--- src/design/fdm_pkg.sv ---
// ----------------------------------------------------------------------------
// fdm_pkg
// Shared types and status codes for the floored divide/modulo pipeline.
// ----------------------------------------------------------------------------
package fdm_pkg;

  localparam logic [1:0] ST_OK       = 2'd0;
  localparam logic [1:0] ST_DIV_ZERO = 2'd1;
  localparam logic [1:0] ST_OVERFLOW = 2'd2;

  // Control that travels down the pipeline next to each item
  typedef struct packed {
    logic       valid;
    logic       a_neg;
    logic       b_neg;
    logic [1:0] status;
  } fdm_ctl_t;

endpackage

--- src/design/fdm_stage.sv ---
// ----------------------------------------------------------------------------
// fdm_stage
// One restoring divide step: develop one quotient bit per stage.
// ----------------------------------------------------------------------------
module fdm_stage import fdm_pkg::*; #(
  parameter int WIDTH = 32
) (
  input  logic             clk,
  input  logic             rst_n,
  input  logic             en,
  input  fdm_ctl_t         ctl_in,
  input  logic [WIDTH-1:0] rem_in,
  input  logic [WIDTH-1:0] quo_in,
  input  logic [WIDTH-1:0] mb_in,
  output fdm_ctl_t         ctl_r,
  output logic [WIDTH-1:0] rem_r,
  output logic [WIDTH-1:0] quo_r,
  output logic [WIDTH-1:0] mb_r
);

  logic [WIDTH:0]   shifted;
  logic [WIDTH:0]   trial;
  logic             take;
  logic [WIDTH-1:0] rem_nxt;
  logic [WIDTH-1:0] quo_nxt;

  always_comb begin
    shifted = {rem_in, quo_in[WIDTH-1]};
    trial   = shifted - {1'b0, mb_in};
    take    = ~trial[WIDTH];
    rem_nxt = take ? trial[WIDTH-1:0] : shifted[WIDTH-1:0];
    quo_nxt = {quo_in[WIDTH-2:0], take};
  end

  always_ff @(posedge clk) begin
    if (!rst_n) begin
      ctl_r <= '0;
    end else if (en) begin
      ctl_r <= ctl_in;
    end
  end

  always_ff @(posedge clk) begin
    if (en) begin
      rem_r <= rem_nxt;
      quo_r <= quo_nxt;
      mb_r  <= mb_in;
    end
  end

endmodule

--- config.mk ---
export PLATFORM = sky130hd
export DESIGN_NAME = fdm_stage
export DESIGN_NICKNAME = d
export VERILOG_FILES = /design/src/design/fdm_pkg.sv /design/src/design/fdm_stage.sv
export SDC_FILE = /design/constraint.sdc
export NUM_CORES = 1
export LEC_CHECK = 0
export BUFFER_PORTS_ARGS = -buffer_cell sky130_fd_sc_hd__buf_2
export CAP_MARGIN = 20
export CELL_PAD_IN_SITES_DETAIL_PLACEMENT = 0
export CELL_PAD_IN_SITES_GLOBAL_PLACEMENT = 1
export CORE_UTILIZATION = 42
export DETAILED_ROUTE_END_ITERATION = 8
export PLACE_DENSITY = 0.83
export SKIP_LAST_GASP = 1
export SLEW_MARGIN = 10
export SYNTH_ARGS = -nofsm -noshare
export SYNTH_HDL_FRONTEND = slang
export SYNTH_SLANG_ARGS = --single-unit
--- constraint.sdc ---
create_clock -name clk -period 5.9 [get_ports clk]
set_input_delay 0.295 -clock clk [delete_from_list [all_inputs] [get_ports clk]]
set_output_delay 0.295 -clock clk [all_outputs]
set_load 0.01 [all_outputs]
# --- Word-level counts from Yosys, hierarchy flattened ---
# Cells that the tools add are included.
op_classes:
  n_addsub: 1
  n_mux: 1
  bitwise_logic: 1
op_table:
  columns: ["operator", "n"]
  rows:
  - ["33-bit by 32-bit subtractor with 33-bit output", 1]
  - ["32-bit 2-to-1 mux", 1]
  - ["1-bit NOT", 1]
totals:
  regBits: 101
  in_bits: 104
  elab_cells: 10

# --- Depth between registers and ports, before layout ---
logic_depth:
  ltp_word: 2
  mapped_depth: 12
  depth_no_buf: 11

# --- Worst setup path after synthesis ---
# Ideal clock, no wire load.
synth_timing:
  kind: "input -> register"
  start: "input port quo_in[31]"
  end: "register rem_r[10] (data pin)"
  setup_ns: 0.260
  arrival_time_ns: 2.595
  required_time_ns: 5.640
  slack_ns: 3.045
  stages: 12
  n_path_buf: 1
  cell_sequence: "inv_1 ha_1 fa_1 nand2b_1 a21oi_1 o211ai_1 a21oi_1 o31a_4 mux2i_4 nor2_4 buf_12 mux2_4"
synth_via:
  elab_chain_len: 2
synth_lines:
  columns: ["item", "line", "rtl"]
  rows:
  - ["start, declared", "fdm_stage.sv:13", "input logic [WIDTH-1:0] quo_in,"]
  - ["33-bit by 32-bit subtractor with 33-bit output", "fdm_stage.sv:29", "trial = shifted - {1'b0, mb_in};"]
  - ["32-bit 2-to-1 mux", "fdm_stage.sv:31", "rem_nxt = take ? trial[WIDTH-1:0] : shifted[WIDTH-1:0];"]
  - ["via rem_nxt[10]", "fdm_stage.sv:24", "logic [WIDTH-1:0] rem_nxt;"]
  - ["end signal, assigned", "fdm_stage.sv:45", "rem_r <= rem_nxt;"]
  - ["end, declared", "fdm_stage.sv:16", "output logic [WIDTH-1:0] rem_r,"]
# The timed path passes the listed nets, and every way through them passes these cells.
# A chain may end at the register's enable or synchronous reset.

# --- Worst setup path after layout ---
layout_timing:
  start: "input port quo_in[31]"
  end: "register rem_r[2] (data pin)"
# The elaborated chain is that of the path after synthesis.

==> impl_table.tex <==
\begin{tabular}{lr}
\hline
Metric & Value \\
\hline
\multicolumn{2}{l}{\textbf{Worst setup path}} \\
Critical path launch point & quo\_in[31] \\
CP dominant cell by count & sky130\_fd\_sc\_hd\_\_a21oi\_1 \\
Combined buffer and inverter count along the critical path & 3 \\
Highest fanout seen on the critical path & 20 \\
Endpoint arrival time on the critical path & 3.41 ns \\
Start of the worst register-to-register path & ctl\_r[3]\$\_SDFFE\_PN0P\_ \\
Highest-delay cell along the critical path & sky130\_fd\_sc\_hd\_\_buf\_4 \\
Longest individual stage delay on the worst path & 0.45 ns \\
Sort of element at the end of the critical path & register \\
Worst path top cell family by delay & compound AO/OA/AOI/OAI gates \\
Required time of the critical path & 6.00 ns \\
Startpoint-to-endpoint class of the critical path & in2reg \\
List of cells traversed by the critical path & buf\_2, inv\_1, ha\_1, fa\_1, nand2b\_1, a21oi\_1, o211ai\_1, a21oi\_1, o31a\_4, mux2i\_4, nor2\_4, buf\_4, mux2\_2 \\
Crit start category & primary input \\
\multicolumn{2}{l}{\textbf{Power and ir drop}} \\
Leakage Power & 0.00326 uW \\
Largest vdd supply drop & 122 uV \\
Pwr dens & 282 nW/um2 \\
\multicolumn{2}{l}{\textbf{Timing}} \\
Setup total negative slack & 0 ns \\
Time the final worst path needs with I/O delays and setup & 3.31 ns \\
Relative slew margins & 50.9\% \\
Hold Fails Final Rpt & 0 \\
Measured slew at the worst slew-check pin & 0.736 ns \\
RSZ-0062 raised after global routing & false \\
Worst setup skew after layout & 0 ns \\
Fmax & 302 MHz \\
Setup slack after layout & 2.59 ns \\
Max-slew violations & 0 \\
Setup Viol. Count Final & 0 \\
Final cycle utilization of the critical path & 56.1\% \\
\multicolumn{2}{l}{\textbf{Floorplanning}} \\
Core area & 12,800 um2 \\
Die Height & 118 um \\
Number of rows created at floorplan & 41 \\
Die area & 13,800 um2 \\
I/O pin total & 205 \\
Starting density of the core & 43.8\% \\
Die outline width & 118 um \\
\multicolumn{2}{l}{\textbf{Synthesis}} \\
Count of cell types in the netlist & 54 \\
Most instantiated flip-flop cell in the synthesis netlist & sky130\_fd\_sc\_hd\_\_edfxtp\_1 \\
Flop and latch count out of synthesis & 101 \\
Number of enable-type register cells in the synthesized netlist & 96 \\
Post-synthesis cell area & 5620 um2 \\
Async S/R FF share, synth & 0\% \\
Syn Nets & 596 \\
Post-synthesis instance total & 459 \\
Post-synthesis sequential area ratio & 53.1\% \\
Synthesis Warnings & 0 \\
Mapped Avg Cell Area & 12.2 um2 \\
\multicolumn{2}{l}{\textbf{Route}} \\
Detailed-route via count & 4,220 \\
Wire length per cell after detailed routing & 15.4 um \\
ANT nets after route & 0 \\
Drt initial violations & 262 \\
Final Routed Wirelength & 12.9 mm \\
DR pass1 iterations & 4 \\
Count of unresolved DRC violations after routing & 0 \\
Via/cell ratio & 5.03 \\
\multicolumn{2}{l}{\textbf{Placed design}} \\
Port Buffers & 204 \\
Count of placed standard cells including taps & 823 \\
Area of placed instances & 6760 um2 \\
Pre-CTS WS & 2.21 ns \\
Detailed placer's ending HPWL & 9.96 mm \\
Final estimated routing congestion in global placement & 0.837 \\
\multicolumn{2}{l}{\textbf{GRT}} \\
Wire length of the first global-routing pass & 20.7 mm \\
Met3 track demand over resource & 3.63\% \\
Remaining global-route overflow & 0 \\
Global routing usage on met1 & 24.7\% \\
Via count of the first global-routing pass & 4,184 \\
Gr busiest metal & met2 \\
Maximum number of pins on one net before global-route repair & 58 \\
Antenna violations before repair & 0 \\
Met2 global-route usage & 30.9\% \\
Global-route usage over all layers & 18.7\% \\
\multicolumn{2}{l}{\textbf{Outcome}} \\
Outcome & completed \\
\multicolumn{2}{l}{\textbf{Clocking}} \\
Cts bufs inserted & 9 \\
TritonCTS clock tree & done \\
Htree depth & 3 \\
Buffer count from post-CTS setup fixing & 0 \\
Worst skew pair latency & 0.35 ns \\
Register clock-pin slew on the reported worst setup and hold paths & 0.07 ns \\
Clk root buf & sky130\_fd\_sc\_hd\_\_clkbuf\_16 \\
TritonCTS sink count & 101 \\
Number of instances resized during post-cts repair & 0 \\
Max clock buf depth & 2 \\
Hold-fix buffer count after cts & 0 \\
\multicolumn{2}{l}{\textbf{Layout}} \\
Share of cells above drive strength 1 & 38.8\% \\
Relative area change from synthesis to final layout & 25.8\% \\
Final Instance Count excl. Fillers & 839 \\
Final Net Count & 799 \\
Design area & 7070 um2 \\
Commonest cells after routing, fill and taps aside & sky130\_fd\_sc\_hd\_\_buf\_2 (203), sky130\_fd\_sc\_hd\_\_edfxtp\_1 (96), sky130\_fd\_sc\_hd\_\_inv\_1 (36) \\
Leading cell type in the layout, fill and taps excluded & sky130\_fd\_sc\_hd\_\_buf\_2 \\
\# diodes & 0 \\
\multicolumn{2}{l}{\textbf{Hold path}} \\
Type of the tightest min-delay check & in2reg \\
Startpoint of the lowest-slack hold path & quo\_in[12] \\
\multicolumn{2}{l}{\textbf{Flow run}} \\
Max-capacitance violation count & 0 \\
\hline
\end{tabular}
[metal layers]
layer	routed length (um)	share of wire (%)
met3	662	5.1
met2	6140	48
met1	5980	46
met5	0	0
met4	111	0.86
[power breakdown]
group,internal (uW),switching [uW]
logic,231,262
registers,875,16.1
clock network,336,277
total,1440,555
[flip-flops by register name (all words and copies together), names as in the netlist]
signal  count
ctl_r       5
mb_r       32
quo_r      32
rem_r      32
[layout make-up]
class	instances	area, um2
Inverter	36	135
Sequential cell	101	2980
Multi-Input combinational cell	308	2390
Clock buffer	9	225
Clock inverter	7	81.3
Timing Repair Buffer	206	1040
Tap cell	172	215
Fill cell	1158	5760
[cells by family (layout without fill, tap and decap cells)]
kind of cell | Yosys count | in the layout | share of synthesized area, %
XOR/XNOR | 23 | 23 | 3.58
multiplexers | 37 | 37 | 9.17
flip-flops | 101 | 101 | 53.1
adder cells (fa/ha/maj) | 33 | 33 | 7.48
AO/OA/AOI/OAI | 110 | 110 | 12.9
AND/OR/NAND/NOR | 105 | 105 | 9.40
buffers and inverters | 50 | 258 | 4.39
[stage by stage]
stage	hold slack, ns	total power [uW]	util [%]
after global routing	0.0984	2100	55.1
after floorplan	0.394	1240	-
after global placement	0.472	1390	52.7
after detailed placement	0.473	1400	52.7
after CTS	0.105	2020	55.1
final	0.118	2000	55.1
[cells in the mapped netlist (all sizes together) (3+ instances only)]
library cell  number  area, um2
nand3             10       50.1
inv               36        135
o21bai             8       60.1
a21oi             37        193
nor2b              9       56.3
o31ai              3       22.5
nand2b             5       31.3
dfxtp              5        100
xor2              12        105
ha                32        400
and3               3       18.8
nor3               4       20.0
a21o              18        135
nand4              8       50.1
o211ai             6       45.0
o21a               4       30.0
mux2              28        413
buf                6       81.3
xnor2             11       96.3
o21ai             18       90.1
edfxtp            96       2880
nand3b             3       22.5
nand2             33        124
mux2i              9        103
nor2              22       90.1
clkbuf             8       30.0
a211oi             4       30.0
[final timing paths]
kind                           endpoint  slack, ns  depth (start not counted)
setup / recovery     rem_r[2]$_DFFE_PP_       2.59                         13
hold / removal      quo_r[13]$_DFFE_PP_       0.12                          1
setup reg to reg  ctl_r[3]$_SDFFE_PN0P_       5.30                          2
hold reg to reg   ctl_r[1]$_SDFFE_PN0P_       0.52                          2
(Power assumes the default switching activity.)
