**config.mk**
```make
export PLATFORM = sky130hd
export DESIGN_NAME = fdm_post
export DESIGN_NICKNAME = d
export VERILOG_FILES = /design/src/design/fdm_pkg.sv /design/src/design/fdm_post.sv
export SDC_FILE = /design/constraint.sdc
export NUM_CORES = 1
export LEC_CHECK = 0
export ABC_AREA = 1
export BUFFER_PORTS_ARGS = -buffer_cell sky130_fd_sc_hd__clkbuf_2
export CELL_PAD_IN_SITES_DETAIL_PLACEMENT = 0
export CELL_PAD_IN_SITES_GLOBAL_PLACEMENT = 1
export CORE_UTILIZATION = 42
export CTS_BUF_LIST = sky130_fd_sc_hd__clkbuf_16
export DETAILED_ROUTE_END_ITERATION = 10
export PLACE_DENSITY_LB_ADDON = 0.3
export SLEW_MARGIN = 30
export SYNTH_ARGS = -nofsm -noshare
export SYNTH_HDL_FRONTEND = slang
export SYNTH_SLANG_ARGS = --single-unit
```
**constraint.sdc**
```tcl
create_clock -name clk -period 2.9 [get_ports clk]
set_input_delay 0.145 -clock clk [delete_from_list [all_inputs] [get_ports clk]]
set_output_delay 0.145 -clock clk [all_outputs]
set_load 0.1 [all_outputs]
```
**src/design/fdm_pkg.sv**
```systemverilog
// ----------------------------------------------------------------------------
// fdm_pkg
// Shared types and status codes for the floored divide/modulo pipeline.
// ----------------------------------------------------------------------------
package fdm_pkg;

  localparam logic [1:0] ST_OK       = 2'd0;
  localparam logic [1:0] ST_DIV_ZERO = 2'd1;
  localparam logic [1:0] ST_OVERFLOW = 2'd2;

  // Control that travels down the pipeline next to each item
  typedef struct packed {
    logic       valid;
    logic       a_neg;
    logic       b_neg;
    logic [1:0] status;
  } fdm_ctl_t;

endpackage

```
**src/design/fdm_post.sv**
```systemverilog
// ----------------------------------------------------------------------------
// fdm_post
// Output stage: apply floor rounding and signs, register the result.
// ----------------------------------------------------------------------------
module fdm_post import fdm_pkg::*; #(
  parameter int WIDTH = 32
) (
  input  logic             clk,
  input  logic             rst_n,
  input  logic             en,
  input  fdm_ctl_t         ctl_in,
  input  logic [WIDTH-1:0] uq,
  input  logic [WIDTH-1:0] ur,
  input  logic [WIDTH-1:0] mb,
  output logic             valid_r,
  output logic [WIDTH-1:0] q_r,
  output logic [WIDTH-1:0] r_r,
  output logic [1:0]       status_r
);

  localparam logic [WIDTH-1:0] SBIT = {1'b1, {(WIDTH-1){1'b0}}};

  logic [WIDTH-1:0] q_nxt;
  logic [WIDTH-1:0] r_nxt;

  always_comb begin
    q_nxt = '0;
    r_nxt = '0;
    if (ctl_in.status == ST_OVERFLOW) begin
      q_nxt = SBIT;
    end else if (ctl_in.status == ST_OK) begin
      if (ctl_in.a_neg == ctl_in.b_neg) begin
        q_nxt = uq;
        r_nxt = ctl_in.b_neg ? (-ur) : ur;
      end else if (ur == '0) begin
        q_nxt = -uq;
      end else begin
        // round down past the truncated quotient; -(uq + 1) is ~uq
        q_nxt = ~uq;
        r_nxt = ctl_in.b_neg ? (ur - mb) : (mb - ur);
      end
    end
  end

  always_ff @(posedge clk) begin
    if (!rst_n) begin
      valid_r <= 1'b0;
    end else if (en) begin
      valid_r <= ctl_in.valid;
    end
  end

  always_ff @(posedge clk) begin
    if (en) begin
      q_r      <= q_nxt;
      r_r      <= r_nxt;
      status_r <= ctl_in.status;
    end
  end

endmodule

```
* After elaboration in Yosys (flattened, before gate mapping)
Cells that the tools add are included.
Widths: inputs -> output; s select.
** Storage, ports and cells
- Bits in registers :: 67
- Input port bits :: 104
- Output and inout bits :: 67
- Word-level logic and storage cells :: 23
** Cells by class
- $add $sub $neg :: 4
- Equality and inequality tests :: 2
- Mux-type cells :: 7
- Bitwise logic cells :: 2
- Reductions and logical operators :: 3
** Operator list (number)
- $mux 32 :: 7
- $neg 32->32 :: 2
- $sub 32x32->32 :: 2
- $logic_not 32->1 :: 1
- $not 32->32 :: 1
- $eq 2x2->1 const B :: 1
- $logic_not 2->1 :: 1
- $reduce_or 2->1 :: 1
- $eq 1x1->1 :: 1
- $not 1->1 :: 1

* Longest topological paths before layout
Gate-level depths: netlist of run 1.
- Depth in word-level cells :: 4
- Gate-level depth with buffers :: 17
- Depth with buffers taken out :: 17

* Worst setup path after synthesis of run 1
OpenSTA, ideal clock, no wires.
- Path kind :: input to register
- From :: in ur[0]
- To :: reg r_r[16] (data pin)
- Library setup time :: 0.270 ns
- Arrival time :: 1.549 ns
- Data required time :: 2.630 ns
- Slack :: 1.081 ns
- Stages on the path :: 14
- Path buffers :: 0
- Cells stage by stage :: inv_1 ha_1 inv_1 fa_1 nand3_1 nand3_1 nand3_1 nand4_1 nand2_1 nand2_1 nand2_1 nand3_1 nand3_1 a21oi_1
** Between the ends
- Word-level cells in the longest chain between the ends :: 4
- Elaborated cells on any way between the ends :: 8
- Those cells by class :: add/sub (3); mux (4); reduce/logical (1)
** Ends and longest elaborated chain
- start: declaration :: line fdm_post.sv:13 : input logic [WIDTH-1:0] ur,
- $sub 32x32->32 :: line fdm_post.sv:40 : r_nxt = ctl_in.b_neg ? (ur - mb) : (mb - ur);
- $mux 32 :: line fdm_post.sv:40
- $mux 32 :: line fdm_post.sv:35 : end else if (ur == '0) begin
- $mux 32 (*) :: line fdm_post.sv:32 : if (ctl_in.a_neg == ctl_in.b_neg) begin
- end signal: assignment :: line fdm_post.sv:56 : r_r <= r_nxt;
- end: declaration :: line fdm_post.sv:17 : output logic [WIDTH-1:0] r_r,
Every way passes the cells marked *; elsewhere a longest branch is shown, timed or not.
A chain may end at the register's enable or synchronous reset.

* Worst setup path in the final report of run 1
- From :: in ur[1]
- To :: reg q_r[17] (data pin)
** Between the ends
- Word-level cells in the longest chain between the ends :: 3
** Ends and longest elaborated chain
- $logic_not 32->1 :: line fdm_post.sv:35
- $mux 32 :: line fdm_post.sv:35
- $mux 32 :: line fdm_post.sv:32
- end signal: assignment :: line fdm_post.sv:55 : q_r <= q_nxt;
- end: declaration :: line fdm_post.sv:16 : output logic [WIDTH-1:0] q_r,
Every way passes these cells.

==> impl_metrics.tcl, run 1 <==
set metrics [dict create \
    min-delay-start "ctl_in[4]" \
    ys.flop_type "edfxtp_1" \
    routed-via-count 9755 \
    die_y_um 146.1 \
    grt_pass1_vias 9208 \
    crit-reg2reg-launch "valid_r" \
    synthToLayoutAreaGrowth_pct 16.42 \
    switching_power_uw 1892 \
    whs_ns 0.02820 \
    timing.final.crit_period_ns 2.533 \
    htreeDepth 3 \
    route.detailed.drc 0 \
    arrival_ns 2.62 \
    dp_hpwl_um 25540 \
    drt-initial-drc-count 710 \
    setup_ws_ns 0.3672 \
    hp-class "input port to flop" \
    startpoint_type "input port" \
    max_freq_ghz 0.3948 \
    ys_ff_latch 67 \
    drt_pass1_iterations 5 \
    synth_edf_count 66 \
    final_nets 1785 \
    gp_congestion 0.9724 \
    irDropWorstVdd_v 0.0002747 \
    clock_path_buffers 2 \
    num_rows 52 \
    p_comb_share_pct 46.8 \
    power.share.clock_pct 24.8 \
    wl_per_cell_um 16.36 \
    end_kind "flop" \
    hold_viol 0 \
    core_region_area_um2 20300 \
    synth_warnings 0 \
    diodes 0 \
    drive_gt1_share_pct 14.28 \
    cts_buffers 9 \
    rsz0062_at_grt "false" \
    instances_no_fill 1888 \
    hold_depth 3 \
    fp.dieW_um 146.1 \
    dpl.cell_count 1872 \
    path_clk_slew_ns 0.06 \
    dieArea_um2 21350 \
    rrSetupSlack_ns 2.24 \
    cts_tree "yes" \
    finClkSkew_ns 0 \
    io_pins 171 \
    overflow 0 \
    switching_share_pct 45.54 \
    fin_util_pct 50.03 \
    fin_setup_tns_ns 0 \
    p_leak_uw 0.005463 \
    async_flop_share_pct 0 \
    max_slew_margin_pct 37.17 \
    critPathLaunch "ur[1]" \
    port_buffers 170 \
    place_ws_ns 0.04832 \
    initial_utilization_pct 42.97 \
    grt_usage_pct 29.14 \
    grt_max_degree 44 \
    seq_area_frac_synth_pct 22.95 \
    critPathKind "input port to flop" \
    cts_setup_buffers 0 \
    power_density_nw_per_um2 409.1 \
    finalSetupViolCount 0 \
    syn_avg_cell_area_um2 6.012 \
    postRouteAntennaNets 0 \
    cp_data_required_time_ns 2.99 \
    cp_max_fo 32 \
    viasPerCell 5.167 \
    fin_crit_sh_pct 87.34 \
    postSynthCellCount 1451 \
    grt_pass1_wl_um 48420 \
    syn_area_um2 8723 \
    p_seq_share_pct 28.4 \
    synthDistinctLibCells 48 \
    clock_latency_ns 0.33 \
    status "finished, final reports clean" \
    syn_nets 1623 \
    postCtsHoldBufs 0 \
    p_int_uw 2263 \
    rr_worst_depth 2 \
    wl_um 30880 \
    worstMarginPinSlew_ns 0.9403 \
    cts-root-buf "clkbuf_16" \
    antenna_found_initial 0 \
    cts_resized 0 \
    drv_slew 0 \
    cts_sinks 67 \
    drv_cap 0 \
]
[cell usage in the layout, fill, tap and decap left out, types with 2 or more instances in the layout]
cell       instances
nand3_1          109
edfxtp_1          66
nand3_2            2
clkinv_2           2
inv_2             10
nor2_1           139
nor2_4             3
ha_1              66
xor2_1            30
xnor2_1            6
a31oi_1            2
fa_1               2
o31ai_1            3
and2_1             4
o21ai_0           51
a21o_1             3
a21oi_1          106
nor4_1             4
o211ai_1           3
o21ai_1            5
o21bai_1           9
nor3_1            19
clkbuf_2         169
inv_1            231
nor2_2             7
or2_2              5
clkinv_1           3
buf_4              9
nand4_1            9
nand2_2            4
clkbuf_16          9
nand2_1          499
nand3b_1          11
[worst max-delay path, cell delays in order]
cell	delay [ns]
clkbuf_2	0.14
inv_1	0.12
ha_1	0.26
nand4_2	0.14
nor2_4	0.08
nand4_4	0.11
nor2_8	0.08
nor2_4	0.72
clkinv_2	0.37
nand2_2	0.20
inv_1	0.07
a21oi_1	0.12
nor2_1	0.06
[worst paths after layout]
kind | to
worst max register to register | valid_r
worst min register to register | valid_r
worst max-delay path | q_r[17]
worst min-delay path | valid_r
[power by group through the flow]
stage	Sequential (uW)	Combinational [uW]	Clock (uW)
floorplan	1770	832	0
global placement	1200	1920	0
detailed placement	1200	1910	0
CTS	1180	1920	1050
global route	1190	2100	1090
finish	1180	1940	1030
[stage by stage]
stage,total power (uW),area [um2]
after global routing,4375,10160
after global placement,3117,9877
final,4155,10160
after CTS,4152,10160
after floorplan,2603,8723
after detailed placement,3117,9877
[synth_stat cells (2+ instances only)]
cell type	number	share of area [%]
o211ai_1	3	0.26
inv_2	10	0.43
nand3b_1	11	0.95
o31ai_1	3	0.26
o21ai_0	51	2.9
a21o_1	3	0.26
nor2_4	3	0.39
xnor2_1	6	0.60
edfxtp_1	66	23
nand4_1	9	0.65
xor2_1	30	3.0
o21bai_1	9	0.77
or2_2	5	0.36
a21oi_1	106	6.1
nand3_2	2	0.23
ha_1	66	9.5
nand2_2	4	0.29
nand3_1	109	6.3
buf_2	12	0.69
nor4_1	4	0.29
inv_1	228	9.8
fa_1	2	0.46
o21ai_1	5	0.29
nor3_1	19	1.1
clkbuf_1	16	0.69
nand2_1	499	21
nor2_2	6	0.43
and2_1	4	0.29
nor2_1	140	6.0
a31oi_1	2	0.14
[metal layers]
| metal | share of wire [%] | global-route usage (%) | up-vias |
|---|---|---|---|
| met2 | 45 | 48.30 | 415 |
| li1 | - | - | 4921 |
| met3 | 7.2 | 3.625 | 55 |
| met5 | 0 | 0 | - |
| met4 | 2.7 | 9.740 | 0 |
| met1 | 45 | 39.19 | 4364 |
[final cells by class]
type,instances,area [um2]
fillers,2240,10140
multi-input cells,1115,5697
flip-flops and latches,67,2002
repair buffers,180,938.4
inverters,240,902.1
well taps,270,337.8
clock buffers,9,225.2
clock inverters,7,53.80
[cell families (layout without fill, tap and decap cells)]
| logic type | count (synthesis) | after routing | share of synthesized area [%] |
|---|---|---|---|
| buffers and inverters | 269 | 436 | 11.78 |
| DFF | 67 | 67 | 22.95 |
| adders and majority gates | 68 | 68 | 9.925 |
| and+or+nand+nor | 822 | 822 | 40.02 |
| AOI/OAI and AO/OA | 188 | 188 | 11.60 |
| muxes | 1 | 1 | 0.1147 |
| xor gates and xnor gates | 36 | 36 | 3.614 |
[sequential cells by signal, summed over array words and instances (netlist names)]
signal / flops
r_r: 32
valid_r: 1
status_r: 2
q_r: 32
Note: power is estimated with default switching activity, not from simulation.
==> inputs of run 2 (changes only) <==
Settings changed: CORE_ASPECT_RATIO set to 1.1.
==> run 2 against run 1 <==
Cell count shrank 0.85%. Non-clock buffer count grew 2. Total power grew 5.2%. Global-route usage shrank 0.62 points. Sequential share of layout area shrank 0.11 points. Critical endpoint unchanged. Largest power group unchanged. Via count grew 0.24%. Register-to-register slack gained 0.03 ns. Clock power grew 22%. Cell area grew 0.55%.
==> impl_metrics.tcl, run 2 (synthesis gave the netlist of run 1 again) <==
set metrics [dict create \
    clock_latency_ns 0.33 \
    cts_sinks 67 \
    initial_utilization_pct 43.47 \
    cts_resized 0 \
    critPathSlowestCell "nor2_4" \
    fp.dieW_um 139.4 \
    drive_gt1_share_pct 14.63 \
    setup_ws_ns 0.4223 \
    grt_pass1_vias 9097 \
    port_buffers 170 \
    drv_cap 0 \
    clock_path_buffers 2 \
    startpoint_type "input port" \
    dieArea_um2 21350 \
    irDropWorstVdd_v 0.0002486 \
    drv_slew 0 \
    final_cell_mix "nand2_1 (499), inv_1 (229), clkbuf_2 (169), nor2_1 (139), nand3_1 (109)" \
    cts-root-buf "clkbuf_16" \
    cp_data_required_time_ns 2.98 \
    final_nets 1787 \
    worstMarginPinSlew_ns 0.9409 \
    max_slew_margin_pct 37.13 \
    drt_pass1_iterations 5 \
    max_freq_ghz 0.4036 \
    num_rows 54 \
    p_leak_uw 0.005487 \
    route.detailed.drc 0 \
    finClkSkew_ns 0 \
    place_ws_ns 0.1111 \
    timing.final.crit_period_ns 2.478 \
    viasPerCell 5.223 \
    diodes 0 \
    power_density_nw_per_um2 427.9 \
    path_clk_slew_ns 0.06 \
    overflow 0 \
    layout_commonest_cell "nand2_1" \
    hp-class "input port to flop" \
    arrival_ns 2.56 \
    drt-initial-drc-count 746 \
    rsz0062_at_grt "false" \
    grt_max_degree 44 \
    reg_top3 "q_r: 32 flops, r_r: 32 flops, status_r: 2 flops" \
    status "finished, final reports clean" \
    cts_buffers 9 \
    cp_max_fo 32 \
    core_region_area_um2 20070 \
    wl_per_cell_um 16.33 \
    dp_hpwl_um 25490 \
    wl_um 30560 \
    grt_usage_pct 28.52 \
    io_pins 171 \
    cts_tree "yes" \
    cpPeakStageDelay_ns 0.71 \
    fin_crit_sh_pct 85.44 \
    htreeDepth 3 \
    antenna_found_initial 0 \
    fin_setup_tns_ns 0 \
    crit_path_cell_trace "clkbuf_2 -> inv_1 -> ha_1 -> nand4_2 -> nor2_4 -> nand4_4 -> nor2_8 -> nor2_4 -> clkinv_2 -> nand2_2 -> inv_1 -> a21oi_1 -> nor2_1" \
    die_y_um 153.2 \
    critPathKind "input port to flop" \
    synthToLayoutAreaGrowth_pct 17.07 \
    grt_pass1_wl_um 47050 \
    routed-via-count 9778 \
    hold_viol 0 \
    gp_congestion 0.9973 \
    finalSetupViolCount 0 \
    postCtsHoldBufs 0 \
    cts_setup_buffers 0 \
    postRouteAntennaNets 0 \
    end_kind "flop" \
]
==> run 2: area by class of cell <==
cell class | instances | area, um2
inverter | 240 | 902.1
clock inverter | 7 | 117.6
fill | 2166 | 9854
clock buffer | 9 | 225.2
timing repair buffer | 182 | 953.4
tap | 252 | 315.3
multi-input combinational | 1115 | 5697
sequential | 67 | 2002
==> run 2: power breakdown <==
part	internal, uW	switching [uW]	total (uW)
registers	1160	22.6	1180
logic	462	1470	1930
clock network	839	418	1260
==> run 2: critical path: cells and delay by family <==
family / cells / cell delay (ns)
AOI/OAI and AO/OA: 1 / 0.13
adders and majority gates: 1 / 0.26
buffers and inverters: 4 / 0.64
and+or+nand+nor: 7 / 1.37
==> run 2: path summary, 6_finish.rpt <==
path         cells past startpoint  startpoint  slack, ns  endpoint
max                             13       ur[1]       0.42   q_r[17]
min                              3   ctl_in[4]       0.02   valid_r
max reg2reg                      2     valid_r       2.27   valid_r
min reg2reg                      2     valid_r       0.55   valid_r
==> run 2: per-stage QoR <==
stage	cell area, um2	instances	hold WS (ns)	utilization [%]	total power (uW)
2_1_floorplan	8723	1451	0.2385	-	2603
3_3_place_gp	9869	1856	0.3613	49.18	3100
3_5_place_dp	9869	1856	0.3611	49.18	3107
4_1_cts	10210	1872	0.01078	50.89	4368
5_1_grt	10210	1872	0.02184	50.89	4575
6_report	10210	1872	0.02324	50.89	4370
==> run 2: layer usage <==
layer	global-route usage (%)	up-vias	part of all wire [%]
met4	10.79	0	3.0
met3	2.444	47	6.5
li1	-	4929	-
met5	0	-	0
met1	36.36	4421	43
met2	49.84	381	48
