<file path="config.mk">
export PLATFORM = sky130hd
export DESIGN_NAME = fdm_pre
export DESIGN_NICKNAME = d
export VERILOG_FILES = /design/src/design/fdm_pkg.sv /design/src/design/fdm_pre.sv
export SDC_FILE = /design/constraint.sdc
export NUM_CORES = 1
export LEC_CHECK = 0
export BUFFER_PORTS_ARGS = -buffer_cell sky130_fd_sc_hd__buf_2
export CORE_UTILIZATION = 45
export CTS_CLUSTER_DIAMETER = 30
export DETAILED_ROUTE_END_ITERATION = 10
export PLACE_DENSITY_LB_ADDON = 0.12
export RECOVER_POWER = 50
export SYNTH_ARGS = -nofsm -noshare
export SYNTH_HDL_FRONTEND = slang
export SYNTH_SLANG_ARGS = --single-unit
</file>
<file path="constraint.sdc">
create_clock -name clk -period 2.2 [get_ports clk]
set_clock_uncertainty 0.1 [all_clocks]
set_input_delay 0.66 -clock clk [delete_from_list [all_inputs] [get_ports clk]]
set_output_delay 0.66 -clock clk [all_outputs]
set_load 0.01 [all_outputs]
</file>
<file path="src/design/fdm_pkg.sv">
// ----------------------------------------------------------------------------
// fdm_pkg
// Shared types and status codes for the floored divide/modulo pipeline.
// ----------------------------------------------------------------------------
package fdm_pkg;

  localparam logic [1:0] ST_OK       = 2'd0;
  localparam logic [1:0] ST_DIV_ZERO = 2'd1;
  localparam logic [1:0] ST_OVERFLOW = 2'd2;

  // Control that travels down the pipeline next to each item
  typedef struct packed {
    logic       valid;
    logic       a_neg;
    logic       b_neg;
    logic [1:0] status;
  } fdm_ctl_t;

endpackage

</file>
<file path="src/design/fdm_pre.sv">
// ----------------------------------------------------------------------------
// fdm_pre
// Input stage: flag special cases and take operand magnitudes.
// ----------------------------------------------------------------------------
module fdm_pre import fdm_pkg::*; #(
  parameter int WIDTH = 32
) (
  input  logic             clk,
  input  logic             rst_n,
  input  logic             en,
  input  logic             in_valid,
  input  logic [WIDTH-1:0] a,
  input  logic [WIDTH-1:0] b,
  output fdm_ctl_t         ctl_r,
  output logic [WIDTH-1:0] ma_r,
  output logic [WIDTH-1:0] mb_r
);

  localparam logic [WIDTH-1:0] SBIT = {1'b1, {(WIDTH-1){1'b0}}};
  localparam logic [WIDTH-1:0] ONES = {WIDTH{1'b1}};

  fdm_ctl_t         ctl_nxt;
  logic [WIDTH-1:0] ma_nxt;
  logic [WIDTH-1:0] mb_nxt;

  always_comb begin
    ctl_nxt.valid = in_valid;
    ctl_nxt.a_neg = a[WIDTH-1];
    ctl_nxt.b_neg = b[WIDTH-1];
    if (b == '0) begin
      ctl_nxt.status = ST_DIV_ZERO;
    end else if (a == SBIT && b == ONES) begin
      ctl_nxt.status = ST_OVERFLOW;
    end else begin
      ctl_nxt.status = ST_OK;
    end
    ma_nxt = a[WIDTH-1] ? (-a) : a;
    mb_nxt = b[WIDTH-1] ? (-b) : b;
  end

  always_ff @(posedge clk) begin
    if (!rst_n) begin
      ctl_r <= '0;
    end else if (en) begin
      ctl_r <= ctl_nxt;
    end
  end

  always_ff @(posedge clk) begin
    if (en) begin
      ma_r <= ma_nxt;
      mb_r <= mb_nxt;
    end
  end

endmodule

</file>
# After elaboration in Yosys (flattened, before gate mapping)
# Cells that the tools add are included.
[totals]
inputBits = 68
output_inout_bits = 69
ff_bits = 69
[op_classes]
n_mux = 4
n_eq_ne = 2
add_sub_neg = 2
n_reduce_logical = 2
[op_table]
columns = ["operator", "count"]
rows = [
  ["equality test 32 bit, second input constant", 2],
  ["negation 32 bit", 2],
  ["2-to-1 mux 31 bit", 2],
  ["logical NOT 32 bit", 1],
  ["2-to-1 mux 2 bit", 2],
  ["logical AND 1 bit", 1],
]

# Depth between registers and ports, before layout
# Gate-level depths: netlist (run 1).
[logic_depth]
depth_word = 4
mapped_depth = 6

# Worst setup path before layout (run 1)
# OpenSTA, ideal clock, no wires.
[synth_timing]
path_type = "input to register"
start = "input port a[27]"
end = "register ctl_r[1] in the netlist's numbering"
cell_stages = 4
arrival_time_ns = 2.209
path_buffers = 0
setup_slack_ns = -0.194
required_time_ns = 2.015
path_cell_list = "or3_4 > or4b_4 > or4b_4 > o31ai_2"
[synth_between]
elab_chain_len = 4
[synth_lines]
columns = ["item", "line_no", "text"]
rows = [
  ["start: declaration", "fdm_pre.sv:12", "input logic [WIDTH-1:0] a,"],
  ["equality test 32 bit", "fdm_pre.sv:32", "end else if (a == SBIT && b == ONES) begin"],
  ["logical AND 1 bit", "fdm_pre.sv:32", ""],
  ["2-to-1 mux 2 bit", "fdm_pre.sv:32", ""],
  ["2-to-1 mux 2 bit", "fdm_pre.sv:30", "if (b == '0) begin"],
  ["end signal: assignment", "fdm_pre.sv:45", "ctl_r <= ctl_nxt;"],
  ["end: declaration", "fdm_pre.sv:14", "output fdm_ctl_t ctl_r,"],
]
# Every way passes these cells.
# A chain may end at the register's enable or synchronous reset.

# Final worst setup path (run 1)
# Ends and elaborated chain as after synthesis.

==> run_results.csv, run 1 <==
group,metric,value,unit
outcome,status,"complete, no violations",
yosys,synth.ff_latch_count,69,
yosys,synth_edf_count,64,
floorplan,rows,32,
yosys,yosys-top-cells-count,"edfxtp_1 (64), xnor2_1 (57), nand2_1 (19), o31ai_1 (19), o41ai_1 (17)",
layout,register_area,2022,sq um
yosys,synth_cell_types,33,
floorplan,ios,137,
layout,fillers,649,
detailed_routing,initialDrtViolationCount,134,
clock_network,clkTransAtPathRegs,70,ps
yosys,yosysTopAreaCellShare,53.19,%
detailed_routing,drt-total-wl,8.976,mm
clock_network,post_cts_buffers,0,
setup_path,critPathLaunchType,"input pin",
timing,setup_viol,0,
setup_path,cp.arrival,2340,ps
timing,timing.hold.ws,365.8,ps
place,dp_hpwl,6.908,mm
detailed_routing,drtAntennaViolNets,0,
yosys,synth_xor_area_share,14.06,%
yosys,synth-simple-area-share,14.89,%
global_routing,grt_pass1_vias,2973,
timing,hold_violations,0,
detailed_routing,vias,3219,
global_routing,antenna_found_initial,0,
floorplan,die_w,91.61,um
power,internal_power,0.002297,W
detailed_routing,remaining_drc_errors,0,
detailed_routing,viasPerCell,5.175,
timing,grt_setup_unrepaired,"no",
clock_network,cts_buffer_depth,2,
power,seqPwrFrac,52.1,%
clock_network,cts_tree,"done",
yosys,synth_top_area_cell,"edfxtp_1",
timing,tightest_slew,914.5,ps
layout,multiInputGateArea,1582,sq um
yosys,avgSynthCellArea,12.29,sq um
timing,fin_crit_sh,98.98,%
layout,syn2layout_area_growth,43.77,%
global_routing,track_usage,21.43,%
timing,min_period,2178,ps
yosys,synth_compound_area_share,11.11,%
yosys,async_reset_ff_share,0,%
setup_path,crit_type,"input pin to register",
yosys,synth-main-ff-cell,"edfxtp_1",
power,clockPowerShare,27.5,%
layout,diodes,0,
yosys,synth-adder-area-share,1.385,%
power,p_leak,1.994,nW
setup_path,worstSetupEndpointType,"register",
power,sw_frac_of_total,26.28,%
yosys,syn_area,3613,sq um
floorplan,start_util,46.76,%
floorplan,die_h,91.61,um
power,ir_worst_vdd,0.2906,mV
yosys,synthesis.nets,366,
place,globalplace.congestion,0.8912,
detailed_routing,firstDrtPassIters,5,
yosys,synthMuxAreaShare,0.8310,%
layout,finalCoreUtilization,67.23,%
clock_network,cts-root-buf,"clkbuf_8",
global_routing,grt_max_degree,38,
setup_path,critical_path_required,2360,ps
setup_path,cp_max_fo,2,
clock_network,clk_latency,330,ps
clock_network,cts_sinks,69,
layout,final_layout_size_suffix_gt1_share,42.12,%
yosys,ys_warn_count,0,
global_routing,gr-total-overflow,0,
layout,fin_nets,587,
power,combinationalPowerShare,20.4,%
yosys,synth_top_family_by_area,"simple AND/OR/NAND/NOR gates",
yosys,synth_cells,294,
place,port_buffers,136,
floorplan,dieArea,8392,sq um
yosys,seq_area_frac_synth,55.96,%
floorplan,core_area,7727,sq um
timing,timing.fmax,0.4592,GHz
clock_network,htree_levels,3,
power,power.density,599.7,nW/um^2
timing,maxSlewViolCount,0,
clock_network,numCtsBuffers,9,
yosys,synth_most_common_cell,"edfxtp_1",
timing,timing.slew.headroom,39.04,%
global_routing,grt_pass1_wl,13.94,mm
run,cap_violations,0,
clock_network,ctsHoldBuffers,0,
power,switchingPower,0.0008188,W
yosys,synth.area.top_cells,"edfxtp_1 (53%), xnor2_1 (14%), o41ai_1 (4.1%)",
hold_path,hold_class,"register to register",
detailed_routing,wl_per_cell,14.43,um
## final timing paths
path                            startpoint       end  slack [ps]  depth (start not counted)
worst max-delay path                 a[27]  ctl_r[1]          20                          5
worst min-delay path              ctl_r[1]  ctl_r[1]         370                          2
worst max register to register    ctl_r[0]  ctl_r[0]        1490                          1
worst min register to register    ctl_r[1]  ctl_r[1]         370                          2
## power groups by stage
stage	clock, W	combinational (W)	sequential, W
6_report	0.000857	0.000637	0.00162
5_1_grt	0.000932	0.000692	0.00163
3_5_place_dp	0	0.000655	0.00165
4_1_cts	0.000885	0.000658	0.00162
3_3_place_gp	0	0.000643	0.00165
2_1_floorplan	0	0.000190	0.00172
## critical path, stage by stage
cell     delay, ps
buf_6           90
or3_4          380
or4b_4         490
or4b_4         500
o31ai_2        210
## flip-flops by register name (all words and copies together) (netlist names)
signal,cells
ctl_r,5
ma_r,32
mb_r,32
## layout by cell type, fill, tap and decap left out, types with 3 or more instances in the layout
cell,n
clkinv_2,3
o21ai_1,8
mux2i_1,3
o41ai_1,15
o21ai_0,8
nor4_1,6
nor2b_1,4
nor4_2,3
o31ai_1,18
or4_1,3
ha_1,4
clkbuf_8,9
buf_2,108
buf_4,77
nor2_1,8
nand3_1,7
xnor2_1,57
dfxtp_1,5
nor3_1,6
nand4_1,12
inv_1,7
edfxtp_1,64
nand2_1,19
clkbuf_1,33
## logic make-up (layout without fill, tap and decap cells)
family / count (synthesis) / in the layout
AND/OR/NAND/NOR: 88 / 88
flip-flops: 69 / 69
XOR/XNOR: 58 / 58
AO/OA/AOI/OAI: 55 / 55
buffers and inverters: 17 / 243
adder cells (fa/ha/maj): 4 / 4
multiplexers: 3 / 3
## through the flow
step | instance area (sq um) | cells | power [W] | setup slack, ps | TNS (ps)
after global routing | 5195 | 622 | 0.003256 | 8.350 | 0
after CTS | 5248 | 622 | 0.003163 | 24.98 | 0
after global placement | 5094 | 606 | 0.002289 | -327.9 | -4123
after floorplan | 3667 | 294 | 0.001914 | -193.9 | -425.2
final | 5195 | 622 | 0.003116 | 22.50 | 0
after detailed placement | 5094 | 606 | 0.002303 | -338.4 | -4866
## layer usage
| layer | GRT usage, % | routed length (um) | vias to the layer above |
|---|---|---|---|
| li1 | - | - | 1592 |
| met1 | 28.67 | 4124 | 1501 |
| met2 | 33.58 | 4159 | 113 |
| met3 | 4.146 | 533 | 13 |
| met4 | 10.05 | 158 | 0 |
| met5 | 0 | 0 | - |
## timing repair
action | in CTS | in global routing
hold endpoints to repair | 0 | 0
setup endpoints to repair | 0 | 1
resized for setup | 0 | 1
## cell type report
type	count	area share, %
clock buffer	13	2.673
clock inverter	3	0.2890
inverter	7	0.5058
multi-input combinational	208	30.44
sequential	69	38.92
tap	102	2.457
timing repair buffer	220	24.71
(Power assumes the default switching activity.)
==> inputs of run 2 (changes only) <==
CORE_UTILIZATION = 50   (was 45)
clock period = 2.8 ns   (was 2.2 ns; I/O delays follow)
==> run 2 against run 1 <==
  * Worst hold slack lost 6.6 ps
  * Clock power shrank 11%
  * Design area down 11%
  * Core utilization is essentially flat
  * Final cell count down 12%
  * Die area down 9.8%
  * Highest routed layer unchanged
==> run_results.csv, run 2 (synthesis results as in run 1) <==
group,metric,value,unit
power,seqPwrFrac,51.8,%
clock_network,clkTransAtPathRegs,70,ps
detailed_routing,vias,3010,
place,port_buffers,136,
layout,final_layout_size_suffix_gt1_share,32.52,%
run,cap_violations,0,
timing,tns,0,ps
timing,min_period,2449,ps
global_routing,antenna_found_initial,0,
layout,fillers,583,
hold_path,hold_class,"register to register",
power,clockPowerShare,30.9,%
floorplan,start_util,52.60,%
timing,timing.fmax,0.4084,GHz
setup_path,cp_slowest_stage_delay,560,ps
detailed_routing,initialDrtViolationCount,145,
detailed_routing,viasPerCell,5.523,
global_routing,gr-total-overflow,0,
clock_network,cts_buffer_depth,2,
global_routing,track_usage,21.99,%
setup_path,rr_startpoint,"ctl_r[0]",
global_routing,grt_pass1_wl,12.57,mm
setup_path,r2r_setup_slack,2080,ps
place,globalplace.congestion,0.8394,
timing,maxSlewViolCount,0,
clock_network,cts-root-buf,"clkbuf_8",
power,total_power,0.002459,W
setup_path,worstSetupEndpointType,"register",
power,power.density,532.4,nW/um^2
floorplan,die_w,87.01,um
floorplan,dieArea,7571,sq um
clock_network,clk_latency,330,ps
outcome,status,"complete, no violations",
hold_path,hold_start,"ctl_r[1]",
detailed_routing,drtAntennaViolNets,0,
timing,fin_crit_sh,87.45,%
global_routing,grt_max_degree,37,
floorplan,core_area,6869,sq um
power,combinationalPowerShare,17.3,%
power,switchingPower,0.0006308,W
clock_network,cts-resized-gates,0,
setup_path,crit_path_start,"b[21]",
layout,fin_nets,516,
clock_network,numCtsBuffers,9,
clock_network,cts_sinks,69,
power,p_leak,1.663,nW
layout,layout_common_cells,"buf_2 (112), edfxtp_1 (64), xnor2_1 (57), clkbuf_1 (24)",
layout,final_common_cell,"buf_2",
setup_path,cp_max_fo,4,
setup_path,critPathLaunchType,"input pin",
detailed_routing,wl_per_cell,15.35,um
floorplan,die_h,87.01,um
setup_path,cp_slowest_cell,"or4_1",
clock_network,post_cts_buffers,0,
layout,largest_registers,"ma_r (32), mb_r (32), ctl_r (5)",
layout,diodes,0,
setup_path,critical_path_required,2780,ps
floorplan,ios,137,
clock_network,cts_tree,"done",
clock_network,htree_levels,3,
timing,grt_setup_unrepaired,"no",
power,internal_power,0.001829,W
detailed_routing,drt-total-wl,8.368,mm
timing,tightest_slew,904.2,ps
floorplan,rows,30,
setup_path,worstPathCellList,"buf_2, or4_1, or3_1, o41ai_1, xnor2_1",
setup_path,cp.arrival,2430,ps
layout,syn2layout_area_growth,27.84,%
setup_path,crit_type,"input pin to register",
place,pre_cts_ws,21.18,ps
place,dp_hpwl,6.223,mm
power,ir_worst_vdd,0.2788,mV
timing,worst_slack,351.4,ps
power,sw_frac_of_total,25.65,%
timing,timing.slew.headroom,39.72,%
global_routing,grt_pass1_vias,2689,
clock_network,ctsHoldBuffers,0,
detailed_routing,firstDrtPassIters,4,
detailed_routing,remaining_drc_errors,0,
timing,setup_viol,0,
timing,hold_violations,0,
[run 2: final timing paths]
path                                  to  cells after the start
worst max-delay path            mb_r[30]                      5
worst min-delay path            ctl_r[1]                      2
worst max register to register  ctl_r[0]                      1
worst min register to register  ctl_r[1]                      2
[run 2: area by class of cell]
cell class | instances | area (sq um) | share of cell area, %
flip-flops and latches | 69 | 2022 | 43.77
multi-input cells | 208 | 1528 | 33.07
repair buffers | 149 | 743.2 | 16.09
clock buffers | 9 | 123.9 | 2.681
well taps | 96 | 120.1 | 2.600
clock inverters | 7 | 56.30 | 1.219
inverters | 7 | 26.28 | 0.5688
[run 2: layer usage]
| layer | part of all wire, % | track usage (%) |
|---|---|---|
| met5 | 0 | 0 |
| met3 | 7.6 | 4.739 |
| met1 | 44 | 30.06 |
| met4 | 1.9 | 10.30 |
| met2 | 46 | 33.43 |
[run 2: power by group through the flow]
stage	Combinational [W]	Clock, W	Sequential (W)
after floorplan	0.000147	0	0.00135
after global placement	0.000431	0	0.00129
after detailed placement	0.000438	0	0.00129
after CTS	0.000440	0.000775	0.00127
after global routing	0.000464	0.000811	0.00128
final	0.000426	0.000759	0.00127
[run 2: critical path: cells and delay by family]
| family | cells | cell delay, ps |
|---|---|---|
| and+or+nand+nor | 2 | 930 |
| xor gates and xnor gates | 1 | 110 |
| AOI/OAI and AO/OA | 1 | 430 |
| buffers and inverters | 1 | 120 |
[run 2: metrics by stage]
stage | utilization (%) | hold slack, ps | instance area (sq um) | instances
5_1_grt | 67.25 | 398.6 | 4619 | 545
2_1_floorplan | - | 391.6 | 3613 | 294
6_report | 67.25 | 359.1 | 4619 | 545
4_1_cts | 67.94 | 358.5 | 4667 | 545
3_3_place_gp | 65.32 | 343.4 | 4487 | 529
3_5_place_dp | 65.32 | 342.7 | 4487 | 529
==> inputs of run 3 (changes only) <==
BUFFER_PORTS_ARGS = -buffer_cell sky130_fd_sc_hd__buf_4   (was -buffer_cell sky130_fd_sc_hd__buf_2)
==> run 3 against run 2 <==
  * Die area unchanged
  * Global-route usage grew 1.3 points
  * Clock power fell by 9.5%
  * Largest power group unchanged
  * Highest routed layer unchanged
==> run_results.csv, run 3 (synthesis results as in run 1) <==
group,metric,value,unit
timing,setup_viol,0,
global_routing,grt_pass1_wl,13.23,mm
timing,maxSlewViolCount,0,
clock_network,cts_tree,"done",
place,port_buffers,136,
timing,timing.slew.headroom,23.10,%
detailed_routing,wl_met1,3.612,mm
floorplan,core_area,6869,sq um
detailed_routing,firstDrtPassIters,5,
global_routing,antenna_found_initial,0,
setup_path,cp_slowest_cell,"o41ai_1",
detailed_routing,met2WireLength,4.349,mm
clock_network,clkTransAtPathRegs,70,ps
detailed_routing,viasPerCell,5.506,
floorplan,rows,30,
global_routing,grt_pass1_vias,2729,
detailed_routing,wl_met3,733,um
layout,largest_registers,"ma_r (32), mb_r (32), ctl_r (5)",
power,power.density,504.8,nW/um^2
clock_network,post_cts_buffers,0,
floorplan,die_w,87.01,um
timing,min_period,2472,ps
setup_path,cp_max_fo,7,
floorplan,ios,137,
timing,hold_violations,0,
floorplan,die_h,87.01,um
clock_network,clk_latency,320,ps
setup_path,crit_type,"input pin to register",
power,p_leak,1.736,nW
global_routing,track_usage,23.26,%
detailed_routing,initialDrtViolationCount,213,
setup_path,cp.arrival,2440,ps
place,globalplace.congestion,0.8391,
global_routing,gr-total-overflow,0,
timing,fin_crit_sh,88.29,%
outcome,status,"complete, no violations",
clock_network,cts-root-buf,"clkbuf_8",
detailed_routing,wl_per_cell,16.17,um
layout,syn2layout_area_growth,34.80,%
timing,tns,0,ps
setup_path,worstPathCellList,"buf_4, nor4_1, nand4_1, o41ai_1, xnor2_1",
layout,diodes,0,
layout,final_common_cell,"buf_4",
detailed_routing,top_layer,"met4",
power,ir_worst_vdd,0.3143,mV
place,dp_hpwl,6.612,mm
clock_network,cts_buffer_depth,2,
hold_path,hold_class,"register to register",
detailed_routing,drtAntennaViolNets,0,
setup_path,worstSetupEndpointType,"register",
floorplan,start_util,52.60,%
global_routing,grt_max_degree,36,
clock_network,numCtsBuffers,9,
detailed_routing,remaining_drc_errors,0,
timing,tightest_slew,1154,ps
layout,final_layout_size_suffix_gt1_share,31.61,%
clock_network,ctsHoldBuffers,0,
clock_network,htree_levels,3,
layout,fin_nets,513,
run,cap_violations,0,
clock_network,cts-resized-gates,0,
setup_path,critical_path_required,2760,ps
setup_path,critPathLaunchType,"input pin",
detailed_routing,vias,2984,
detailed_routing,drt-total-wl,8.765,mm
layout,finalCoreUtilization,70.91,%
timing,timing.fmax,0.4045,GHz
timing,grt_setup_unrepaired,"no",
floorplan,dieArea,7571,sq um
clock_network,cts_sinks,69,
setup_path,cp_slowest_stage_delay,590,ps
layout,layout_common_cells,"buf_4 (118), edfxtp_1 (64), xnor2_1 (57), clkbuf_1 (29)",
## run 3: cell types whose count changed in the layout (fill, tap and decap cells not counted), sizes merged
| cell | previous run | this run |
|---|---|---|
| clkbuf | 35 | 41 |
| buf | 123 | 119 |
| bufinv | 1 | 0 |
| clkinv | 6 | 2 |
## run 3: worst paths after layout
kind / start / to / slack [ps] / depth (start not counted)
max: b[15] / mb_r[27] / 330 / 5
min: ctl_r[1] / ctl_r[1] / 370 / 2
max reg2reg: ctl_r[0] / ctl_r[0] / 2090 / 1
min reg2reg: ctl_r[1] / ctl_r[1] / 370 / 2
## run 3: power by group
part / switching [W] / leakage, nW / internal [W]
sequential: 0.0000286 / 0.667 / 0.00125
clock: 0.000342 / 0.0844 / 0.000345
combinational: 0.000250 / 0.985 / 0.000243
total: 0.000621 / 1.74 / 0.00184
## run 3: cell type report
class | instances | area [sq um]
inverter | 7 | 26.28
fill | 548 | 1998
sequential | 69 | 2022
tap | 96 | 120.1
clock inverter | 2 | 10.01
timing repair buffer | 146 | 1012
multi-input combinational | 208 | 1528
clock buffer | 14 | 152.6
## run 3: critical path: cells and delay by family
| family | cells | cell delay, ps |
|---|---|---|
| AND/OR/NAND/NOR | 2 | 730 |
| XOR/XNOR | 1 | 140 |
| buffers and inverters | 1 | 130 |
| AO/OA/AOI/OAI | 1 | 590 |
## run 3: routing by layer
| metal | vias to the layer above | track usage, % |
|---|---|---|
| li1 | 1442 | - |
| met1 | 1405 | 30.68 |
| met2 | 130 | 38.01 |
| met3 | 7 | 4.360 |
| met4 | 0 | 9.091 |
| met5 | - | 0 |
## run 3: stage by stage
| step | hold slack (ps) | cell area, sq um | power (W) | cells | setup slack (ps) |
|---|---|---|---|---|---|
| floorplan | 391.6 | 3613 | 0.001501 | 294 | 226.0 |
| detailed placement | 361.5 | 4805 | 0.001820 | 526 | 39.68 |
| finish | 367.8 | 4871 | 0.002459 | 542 | 328.0 |
| CTS | 376.8 | 4967 | 0.002503 | 542 | 389.4 |
| global route | 408.1 | 4871 | 0.002565 | 542 | 229.6 |
| global placement | 351.3 | 4805 | 0.001804 | 526 | 73.83 |
